==> src/design/fiv_pkg.sv <==
// Constants, status codes and the CRC-32 byte update for the firmware image verifier.
// No dependencies.
package fiv_pkg;

    localparam int unsigned CNT_W = 27;

    localparam logic [CNT_W-1:0] CNT_MAX     = {CNT_W{1'b1}};
    localparam logic [CNT_W-1:0] HDR_LEN     = 27'd40;
    localparam logic [31:0]      HDR_MAGIC   = 32'h4d4c4657;
    localparam logic [15:0]      HDR_FORMAT  = 16'd1;
    localparam logic [15:0]      HDR_SIZE    = 16'd40;
    localparam logic [31:0]      CRC_POLY    = 32'hEDB88320;
    localparam logic [31:0]      CRC_INIT    = 32'hFFFFFFFF;
    localparam logic [63:0]      MAX_IMAGE_BYTES = 64'd67108864;

    // Result status codes
    localparam logic [2:0] ST_ACCEPTED  = 3'd0;
    localparam logic [2:0] ST_BAD_HDR   = 3'd1;
    localparam logic [2:0] ST_SIZE_BAD  = 3'd2;
    localparam logic [2:0] ST_CRC_BAD   = 3'd3;
    localparam logic [2:0] ST_ROLLBACK  = 3'd4;

    // Register indexes (byte address 4*i)
    localparam logic [1:0] REG_CUR_MAJOR = 2'd0;
    localparam logic [1:0] REG_CUR_MINOR = 2'd1;
    localparam logic [1:0] REG_CUR_PATCH = 2'd2;
    localparam logic [1:0] REG_ALLOW_DG  = 2'd3;

    // Reflected CRC-32, one byte, bit at a time
    function automatic logic [31:0] crc32_byte(input logic [31:0] crc_in,
                                               input logic [7:0]  data);
        logic [31:0] c;
        c = crc_in ^ {24'd0, data};
        for (int k = 0; k < 8; k++) begin
            c = (c >> 1) ^ (CRC_POLY & {32{c[0]}});
        end
        return c;
    endfunction

endpackage

==> src/design/firmware_image_verifier.sv <==
// Firmware image verifier top level: header parse, payload CRC-32, result register.
// Depends on fiv_pkg.
//
//  channel   dir  ports                          moves
//  s_        in   s_valid/s_ready                one file byte + last flag
//  m_        out  m_valid/m_ready                one verdict per file
//  apb       in   psel/penable/pwrite/paddr      installed version, downgrade
//
// Cycles: one byte per clock while s_ready is high; the CRC byte update and
// header capture sit in one stage between the file state and result registers.
// The verdict is registered on the clock that accepts the last byte.
// Reset: synchronous, active low; clears file state, registers and m_valid.
// Stalls: s_ready drops only while a verdict waits and m_ready is low.
module firmware_image_verifier
    import fiv_pkg::*;
(
    input  logic        aclk,
    input  logic        aresetn,

    input  logic        psel,
    input  logic        penable,
    input  logic        pwrite,
    input  logic [3:0]  paddr,
    input  logic [31:0] pwdata,
    output logic [31:0] prdata,
    output logic        pready,

    input  logic        s_valid,
    output logic        s_ready,
    input  logic [7:0]  s_data_byte,
    input  logic        s_last_byte,

    output logic        m_valid,
    input  logic        m_ready,
    output logic [2:0]  m_status,
    output logic        m_header_ok,
    output logic        m_size_ok,
    output logic        m_crc_ok,
    output logic        m_accepted,
    output logic [15:0] m_arch_code,
    output logic [15:0] m_image_major,
    output logic [15:0] m_image_minor,
    output logic [15:0] m_image_patch,
    output logic [63:0] m_payload_size,
    output logic [31:0] m_stored_crc,
    output logic [31:0] m_computed_crc
);

    // configuration registers
    logic [15:0] cur_major_reg, cur_minor_reg, cur_patch_reg;
    logic        allow_dg_reg;

    // per-file state
    logic [CNT_W-1:0] cnt_reg, cnt_next;
    logic             hdr_good_reg, hdr_good_next;
    logic [15:0]      arch_reg, arch_next;
    logic [15:0]      major_reg, major_next;
    logic [15:0]      minor_reg, minor_next;
    logic [15:0]      patch_reg, patch_next;
    logic [63:0]      size_reg, size_next;
    logic [31:0]      crcw_reg, crcw_next;
    logic [31:0]      crc_reg, crc_next;

    // result register
    logic        m_valid_reg;
    logic [2:0]  status_reg;
    logic        hok_reg, sok_reg, cok_reg, acc_reg;
    logic [15:0] arch_out_reg, major_out_reg, minor_out_reg, patch_out_reg;
    logic [63:0] size_out_reg;
    logic [31:0] crcw_out_reg, crc_out_reg;

    logic        in_fire, wr_fire, in_hdr;
    logic [5:0]  idx;
    logic        chk_en;
    logic [7:0]  chk_byte;
    logic        hok, sok, cok, acc, newer;
    logic [31:0] crc_final;
    logic [2:0]  status;

    assign pready  = 1'b1;
    assign wr_fire = psel & penable & pwrite;
    assign s_ready = ~m_valid_reg | m_ready;
    assign in_fire = s_valid & s_ready;
    assign in_hdr  = cnt_reg < HDR_LEN;
    assign idx     = cnt_reg[5:0];

    always_comb begin
        unique case (paddr[3:2])
            REG_CUR_MAJOR: prdata = {16'd0, cur_major_reg};
            REG_CUR_MINOR: prdata = {16'd0, cur_minor_reg};
            REG_CUR_PATCH: prdata = {16'd0, cur_patch_reg};
            REG_ALLOW_DG:  prdata = {31'd0, allow_dg_reg};
            default:       prdata = 32'd0;
        endcase
    end

    // fixed header bytes to check
    always_comb begin
        chk_en   = 1'b0;
        chk_byte = 8'd0;
        if (in_hdr) begin
            if (idx < 6'd4) begin
                chk_en   = 1'b1;
                chk_byte = HDR_MAGIC[{idx[1:0], 3'b000} +: 8];
            end else if (idx < 6'd6) begin
                chk_en   = 1'b1;
                chk_byte = HDR_FORMAT[{idx[0], 3'b000} +: 8];
            end else if (idx == 6'd14 || idx == 6'd15) begin
                chk_en   = 1'b1;
                chk_byte = HDR_SIZE[{idx[0], 3'b000} +: 8];
            end
        end
    end

    always_comb begin
        cnt_next      = (cnt_reg == CNT_MAX) ? cnt_reg : cnt_reg + 1'b1;
        hdr_good_next = hdr_good_reg & ~(chk_en & (s_data_byte != chk_byte));
        arch_next     = arch_reg;
        major_next    = major_reg;
        minor_next    = minor_reg;
        patch_next    = patch_reg;
        size_next     = size_reg;
        crcw_next     = crcw_reg;
        crc_next      = crc_reg;
        if (in_hdr) begin
            if (idx == 6'd6 || idx == 6'd7) begin
                arch_next[{idx[0], 3'b000} +: 8] = s_data_byte;
            end else if (idx == 6'd8 || idx == 6'd9) begin
                major_next[{idx[0], 3'b000} +: 8] = s_data_byte;
            end else if (idx == 6'd10 || idx == 6'd11) begin
                minor_next[{idx[0], 3'b000} +: 8] = s_data_byte;
            end else if (idx == 6'd12 || idx == 6'd13) begin
                patch_next[{idx[0], 3'b000} +: 8] = s_data_byte;
            end else if (idx >= 6'd16 && idx < 6'd24) begin
                size_next[{idx[2:0], 3'b000} +: 8] = s_data_byte;
            end else if (idx >= 6'd24 && idx < 6'd28) begin
                crcw_next[{idx[1:0], 3'b000} +: 8] = s_data_byte;
            end
        end else begin
            crc_next = crc32_byte(crc_reg, s_data_byte);
        end
    end

    // verdict on the state as it stands after this byte
    always_comb begin
        crc_final = ~crc_next;
        hok   = hdr_good_next & (cnt_next >= HDR_LEN);
        sok   = (cnt_next != CNT_MAX) &&
                ({{(64-CNT_W){1'b0}}, cnt_next - HDR_LEN} == size_next);
        cok   = sok && (size_next <= MAX_IMAGE_BYTES) && (crc_final == crcw_next);
        newer = {major_next, minor_next, patch_next} >
                {cur_major_reg, cur_minor_reg, cur_patch_reg};
        acc   = cok & (allow_dg_reg | newer);
        priority if (!hok) status = ST_BAD_HDR;
        else if (!sok)     status = ST_SIZE_BAD;
        else if (!cok)     status = ST_CRC_BAD;
        else if (!acc)     status = ST_ROLLBACK;
        else               status = ST_ACCEPTED;
    end

    always_ff @(posedge aclk) begin
        if (!aresetn) begin
            cur_major_reg <= 16'd0;
            cur_minor_reg <= 16'd0;
            cur_patch_reg <= 16'd0;
            allow_dg_reg  <= 1'b0;
        end else if (wr_fire) begin
            unique case (paddr[3:2])
                REG_CUR_MAJOR: cur_major_reg <= pwdata[15:0];
                REG_CUR_MINOR: cur_minor_reg <= pwdata[15:0];
                REG_CUR_PATCH: cur_patch_reg <= pwdata[15:0];
                REG_ALLOW_DG:  allow_dg_reg  <= pwdata[0];
                default: ;
            endcase
        end
    end

    always_ff @(posedge aclk) begin
        if (!aresetn || (in_fire && s_last_byte)) begin
            // start over for the next file
            cnt_reg      <= '0;
            hdr_good_reg <= 1'b1;
            arch_reg     <= 16'd0;
            major_reg    <= 16'd0;
            minor_reg    <= 16'd0;
            patch_reg    <= 16'd0;
            size_reg     <= 64'd0;
            crcw_reg     <= 32'd0;
            crc_reg      <= CRC_INIT;
        end else if (in_fire) begin
            cnt_reg      <= cnt_next;
            hdr_good_reg <= hdr_good_next;
            arch_reg     <= arch_next;
            major_reg    <= major_next;
            minor_reg    <= minor_next;
            patch_reg    <= patch_next;
            size_reg     <= size_next;
            crcw_reg     <= crcw_next;
            crc_reg      <= crc_next;
        end
    end

    always_ff @(posedge aclk) begin
        if (!aresetn) begin
            m_valid_reg <= 1'b0;
        end else if (in_fire && s_last_byte) begin
            m_valid_reg <= 1'b1;
        end else if (m_ready) begin
            m_valid_reg <= 1'b0;
        end
    end

    always_ff @(posedge aclk) begin
        if (in_fire && s_last_byte) begin
            status_reg    <= status;
            hok_reg       <= hok;
            sok_reg       <= hok & sok;
            cok_reg       <= hok & cok;
            acc_reg       <= hok & acc;
            // a bad header zeroes every field
            arch_out_reg  <= hok ? arch_next  : 16'd0;
            major_out_reg <= hok ? major_next : 16'd0;
            minor_out_reg <= hok ? minor_next : 16'd0;
            patch_out_reg <= hok ? patch_next : 16'd0;
            size_out_reg  <= hok ? size_next  : 64'd0;
            crcw_out_reg  <= hok ? crcw_next  : 32'd0;
            crc_out_reg   <= hok ? crc_final  : 32'd0;
        end
    end

    assign m_valid        = m_valid_reg;
    assign m_status       = status_reg;
    assign m_header_ok    = hok_reg;
    assign m_size_ok      = sok_reg;
    assign m_crc_ok       = cok_reg;
    assign m_accepted     = acc_reg;
    assign m_arch_code    = arch_out_reg;
    assign m_image_major  = major_out_reg;
    assign m_image_minor  = minor_out_reg;
    assign m_image_patch  = patch_out_reg;
    assign m_payload_size = size_out_reg;
    assign m_stored_crc   = crcw_out_reg;
    assign m_computed_crc = crc_out_reg;

endmodule

==> config.mk <==
export PLATFORM = sky130hd
export DESIGN_NAME = firmware_image_verifier
export DESIGN_NICKNAME = d
export VERILOG_FILES = /design/src/design/fiv_pkg.sv /design/src/design/firmware_image_verifier.sv
export SDC_FILE = /design/constraint.sdc
export NUM_CORES = 1
export LEC_CHECK = 0
export CORE_MARGIN = 2
export CORE_UTILIZATION = 30
export CTS_BUF_LIST = sky130_fd_sc_hd__clkbuf_4 sky130_fd_sc_hd__clkbuf_8
export DETAILED_ROUTE_END_ITERATION = 8
export DONT_BUFFER_PORTS = 1
export SETUP_SLACK_MARGIN = 0.4
export SLEW_MARGIN = 20
export SYNTH_ARGS = -nofsm -noshare
export SYNTH_HDL_FRONTEND = slang
export SYNTH_SLANG_ARGS = --single-unit
==> constraint.sdc <==
create_clock -name aclk -period 10 [get_ports aclk]
set_input_delay 1 -clock aclk [delete_from_list [all_inputs] [get_ports aclk]]
set_output_delay 1 -clock aclk [all_outputs]
set_load 0.02 [all_outputs]
# After elaboration in Yosys (flattened, before gate mapping)
# Index checks and enable logic that the tools add are counted.
# classes
n_addsub	5
n_mul	0
div	0
magnitude_cmp	10
n_eq_ne	18
shift	9
muxes	49
bitwise	24
n_reduce_logical	20
# ops
cell	count
64-bit two-way mux	6
32-bit two-way mux	8
31-bit by 32-bit XOR with 32-bit output	8
16-bit two-way mux	14
32-bit case mux with 4 select lines	1
16-bit bitwise mux	4
64-bit bitwise mux	1
27-bit by 64-bit equality test with 1-bit output	1
64-bit by 27-bit less-or-equal comparator with 1-bit output (second input constant)	1
8-bit by 8-bit variable shift with 64-bit output (first input constant)	1
8-bit by 8-bit indexed part select with 64-bit output	1
6-bit by 4-bit equality test with 1-bit output (second input constant)	8
48-bit > comparator	1
32-bit bitwise mux	1
32-bit equality test	1
8-bit two-way mux	4
32-bit NOT	1
8-bit by 7-bit variable shift with 32-bit output (first input constant)	1
16-bit by 5-bit indexed part select with 8-bit output (first input constant)	2
32-bit by 6-bit indexed part select with 8-bit output (first input constant)	1
8-bit by 7-bit indexed part select with 32-bit output	1
32-bit by 8-bit XOR with 32-bit output	1
27-bit by 1-bit adder with 27-bit output (second input constant)	1
27-bit equality test (second input constant)	1
30 further kinds	65
# totals
reg_bits	469
latch_bits	0
ramBits	0
mem_bits_ro	0
out_inout_bits	234
word_cells	162
memories	0

# Longest topological paths before layout
# logic_depth
ltp_word	17
depth_mapped	23

# Worst setup path before layout
# Ideal clock, no wire load.
# synth_timing
kind	in2reg
from	input m_ready
to	register acc_reg (netlist: m_accepted) (enable)
t_arrival_ns	5.411
required_time_ns	9.449
slack_ns	4.038
cell_stages	4
path_buffers	0
cell_sequence	nand2b_1 > and2_1 > nand2_1 > inv_1
# synth_between
elab_chain_cells	3
# synth_rtl
element	line	source
start, declared	firmware_image_verifier.sv:34	input logic m_ready,
1-bit OR	firmware_image_verifier.sv:82	assign s_ready = ~m_valid_reg | m_ready;
1-bit AND	firmware_image_verifier.sv:83	assign in_fire = s_valid & s_ready;
1-bit logical AND	firmware_image_verifier.sv:214	if (in_fire && s_last_byte) begin
end signal, assigned	firmware_image_verifier.sv:219	acc_reg <= hok & acc;
end, declared	firmware_image_verifier.sv:67	logic hok_reg, sok_reg, cok_reg, acc_reg;
# No other way between the ends.
# A chain may end at the register's enable or synchronous reset.

# Final worst setup path
# layout_timing
from	register cnt_reg[1]
to	register status_reg[2] (netlist: m_status[2]) (data pin)
# layout_between
elab_chain_cells	15
# layout_rtl
element	line	source
start, declared	firmware_image_verifier.sv:54	logic [CNT_W-1:0] cnt_reg, cnt_next;
start signal, assigned	firmware_image_verifier.sv:191	cnt_reg <= cnt_next;
branches (longest 15 deep; another with 64-bit by 27-bit less-or-equal comparator with 1-bit output)	n/a	
end signal, assigned	firmware_image_verifier.sv:215	status_reg <= status;
end, declared	firmware_image_verifier.sv:66	logic [2:0] status_reg;
# Parallel ways; which one is timed is not known.

==> flow_results.org <==
** Layout
- Final instance area :: 27500 um^2
- From synthesis to final layout, the design area changed by 9.77%.
- Core Util, Final :: 33.1%
- For this run, the post-layout net count is 2809.
- Leaving out filler cells and counting taps, the final layout contains 3856.
- Share of post-route cells with drive strength above 1 :: 8.33%

** Setup path
- Kind of start point of the critical path :: register
- Arrival time worst endpoint :: 6950 ps
- At the worst endpoint, the required time is 10540 ps.
- Worst setup EP type :: register
- Of all nets on the critical path, the largest fanout is 17.
- The worst register-to-register path has a depth of 14.
- The worst setup path is of the register to register kind.
- In this run the critical register-to-register path is launched from cnt_reg[1].
- The endpoint identified for the worst register-to-register timing path is m_status[2].
- Setup slack of the most critical reg-to-reg path :: between 3000 and 4000 ps

** Global routing
- The first global-routing pass estimated around 120 mm of wire.
- Global routing met3 resource utilization :: 4.58%
- Pin count of the biggest net entering global routing :: 194
- Via count of the first global-routing pass :: 18700
- Initial antenna violation count :: 3
- The global routing stage identified its most utilized layer as met2.
- Met2 usage :: 29.3%
- Global-route usage over all layers :: 17.9%
- Global routing used 23.3% of the available met1 tracks.
- Overall overflow remaining after global route :: 0

** Power and ir drop
- Total power divided by cell area :: 170 nW/um^2
- Switch Pwr :: 1.39 mW
- Sw Share :: 29.6%
- Pleak :: 9.74 nW
- Clock network fraction of design power :: approximately two fifths
- Sequential cells account for 45.9% of the total power.
- Internal power comes to 3.30 mW.
- The worst-case IR drop observed on VDD is 97.1 uV.
- Combinational logic burns roughly 15% of the power.
- Post-layout total power :: 4.69 mW

** Placed design
- At the end of routability-driven placement, the weighted congestion stood at 0.892.
- Minimum setup slack after placement :: 3700 ps
- Half-perimeter wire length after placement :: 54.1 mm
- In this run the tool buffered the top-level ports with 0 buffer cells.
- Cell area after placement :: 25900 um^2
- Once placement completed, the tool counted placed cells totaling 3698.

** STA
- Final worst path period share :: 64.1%
- Worst-case hold slack :: 450 ps
- After layout, the worst setup slack is 3590 ps.
- Worst-case headroom to the max-slew limit :: about 20%
- Final number of max-transition violations :: 0
- The final number of hold-violating endpoints was 0.
- Clock skew on the completed layout was measured at 30.1 ps.
- Shortest period the worst path allows :: roughly 6400 ps
- Final count of negative-setup-slack endpoints :: 0
- Setup repair after global routing missed its margin :: false
- Worst Max-Slew Pin Slew :: 1190 ps
- Derived from the worst setup path, the maximum achievable clock frequency is 156 MHz.
- Setup total negative slack on the finished layout was measured at 0 ps.

** Route
- Overall routed net length :: 79.2 mm
- DRC marker count from the first detailed-route iteration :: 1750
- The detail route stage leaves a number of antenna-violating nets equal to 0.
- Dividing the detail-routed wire length by the instance count gives between 20 and 25 um.
- Number of design rule violations left after detail routing :: 0
- Total vias in the final route :: between 15000 and 20000
- The first detailed-routing pass took 7 iterations.
- Per-cell via count in the routed design :: about 5

** Die
- For this design the top-level I/O count stands at 286.
- The floorplan step defined a die boundary enclosing approximately 86000 um^2.
- Starting density of the core :: a little under a third
- Core footprint :: ~83000 um^2
- Number of placement rows :: 106
- Measured along the x axis, the die boundary spans 293 um.
- The die is between 200 and 300 um tall.

** Synthesis
- The netlist uses 95 different library cells.
- Yosys synthesis warning count :: 0
- Number of cells produced by synthesis :: between 2000 and 3000
- Flip-flop cell with the highest count after synthesis :: sky130_fd_sc_hd__dfxtp_1
- In this run the cell area of the synthesized design comes to 25100 um^2.
- Register bit count reported by yosys :: between 400 and 500
- Seq/Total Area, Yosys :: 45.3%
- Synthesized area divided by synthesized cell count :: roughly 9 um^2
- Number of synthesized flops with an enable pin :: 199
- Share of synthesized flip-flops with an asynchronous set or reset :: 0%

** CTS
- The clock reaches the later pin of the worst-skew pair after 700 ps.
- CTS hold repair buffers :: 0
- The clock tree synthesis step divided the H-tree into 3 levels.
- Clock input transition at the sequential cells of the worst setup and hold paths :: 60 ps
- TritonCTS clock tree :: yes
- Number of buffers added by the clock tree synthesis step :: 83
- The number of setup buffers added after CTS is 0.
- The root buffer cell chosen for the clock tree is sky130_fd_sc_hd__clkbuf_8.
- Count of clock tree sinks :: between 400 and 500
- No sink is reached through more buffers than the 3 on the longest clock path.
- After clock tree synthesis, the repair step resized 0 gates.

** Hold path
- Number of instances on the worst hold path :: 2
- For hold timing, the worst endpoint is crcw_reg[7].
- In this run the most critical hold path is launched from crcw_reg[7].
- HP Class :: register to register

** Outcome
- Result of the run :: complete, no violations

** Run
- MaxCap Viol Count :: 0
-- cells in the final DEF (no fill, tap or decap), drive strengths merged, types with 37 or more instances in the layout --
cell / instances
a211oi: 72
a21boi: 52
a21oi: 184
and2: 40
clkbuf: 106
clkinv: 37
dfxtp: 270
edfxtp: 199
ha: 54
inv: 112
mux2i: 170
nand2: 459
nand3: 73
nand4: 46
nor2: 303
nor3: 47
nor4: 38
o21ai: 58
xnor2: 105
xor2: 57
-- worst max-delay path, stage by stage, from the launching register on --
cell	delay (ps)
sky130_fd_sc_hd__dfxtp_1	710
sky130_fd_sc_hd__inv_1	180
sky130_fd_sc_hd__ha_1	600
sky130_fd_sc_hd__nor2b_1	380
sky130_fd_sc_hd__o211ai_1	250
sky130_fd_sc_hd__nor4b_2	970
sky130_fd_sc_hd__mux2i_1	340
sky130_fd_sc_hd__nand3_1	140
sky130_fd_sc_hd__a211o_1	310
sky130_fd_sc_hd__nor4_1	910
sky130_fd_sc_hd__nand4_1	340
sky130_fd_sc_hd__nor4_4	480
sky130_fd_sc_hd__nand4_1	380
sky130_fd_sc_hd__inv_2	140
sky130_fd_sc_hd__and2_1	120
-- area by class of cell --
type	instances	area (um^2)
well taps	1080	1350
flip-flops and latches	469	11400
clock buffers	106	1350
fillers	8626	55700
diodes	2	5.00
multi-input cells	2015	12500
inverters	110	420
clock inverters	50	330
repair buffers	24	193
-- power groups by stage --
stage,logic (mW),registers (mW),clock network [mW]
floorplan,0.563,2.18,0
global placement,0.699,2.19,0
detailed placement,0.703,2.19,0
CTS,0.707,2.15,1.87
global route,0.774,2.16,1.95
finish,0.709,2.15,1.83
-- logic make-up after synthesis --
kind of cell | Yosys count | share of synthesized area, %
fa+ha+maj | 54 | 2.69
other cells | 2 | 0.0299
simple gates | 1133 | 21.4
flops | 469 | 45.3
compound gates | 468 | 11.8
xor+xnor | 168 | 6.44
buf+inv | 315 | 5.19
mux | 175 | 7.08
-- how the worst max path moves through the flow --
stage / from / to / slack [ps] / cells past startpoint
final: cnt_reg[1] / m_status[2] / 3590 / 14
after global routing: cnt_reg[1] / m_status[2] / 3340 / 14
after CTS: cnt_reg[1] / m_status[2] / 3640 / 14
after detailed placement: cnt_reg[1] / m_status[2] / 3700 / 14
after global placement: cnt_reg[23] / m_accepted / 3780 / 19
after floorplan: m_ready / m_accepted / 4040 / 4
-- layer usage --
metal,routed length (um),vias to the layer above,share of wire [%]
li1,-,9492,-
met1,34300,9454,43
met2,37000,696,47
met3,5880,126,7.4
met4,2000,2,2.5
met5,17,-,0.021
-- synthesized netlist by cell type (all sizes together), types with 6 or more instances --
cell,instances,share of area (%)
nand2,459,6.9
and4,13,0.45
mux2i,170,6.8
a21oi,184,3.7
o211ai,26,0.78
ha,54,2.7
a21boi,52,1.6
inv,110,1.6
nand4b,8,0.28
and3,16,0.40
xor2,57,2.0
nor3,47,1.2
nand3,73,1.5
or2,7,0.17
nor4,38,1.4
or3,17,0.42
xnor2,105,3.9
a21o,27,0.81
clkbuf,153,2.3
nand2b,6,0.15
buf,52,1.3
a211oi,72,2.2
or4,8,0.25
o21ai,58,1.2
edfxtp,199,24
o21a,7,0.21
nor2,303,4.5
a31oi,10,0.25
and2,40,1.0
dfxtp,270,22
nor2b,33,0.82
nand4,46,1.3
(Power assumes the default switching activity.)
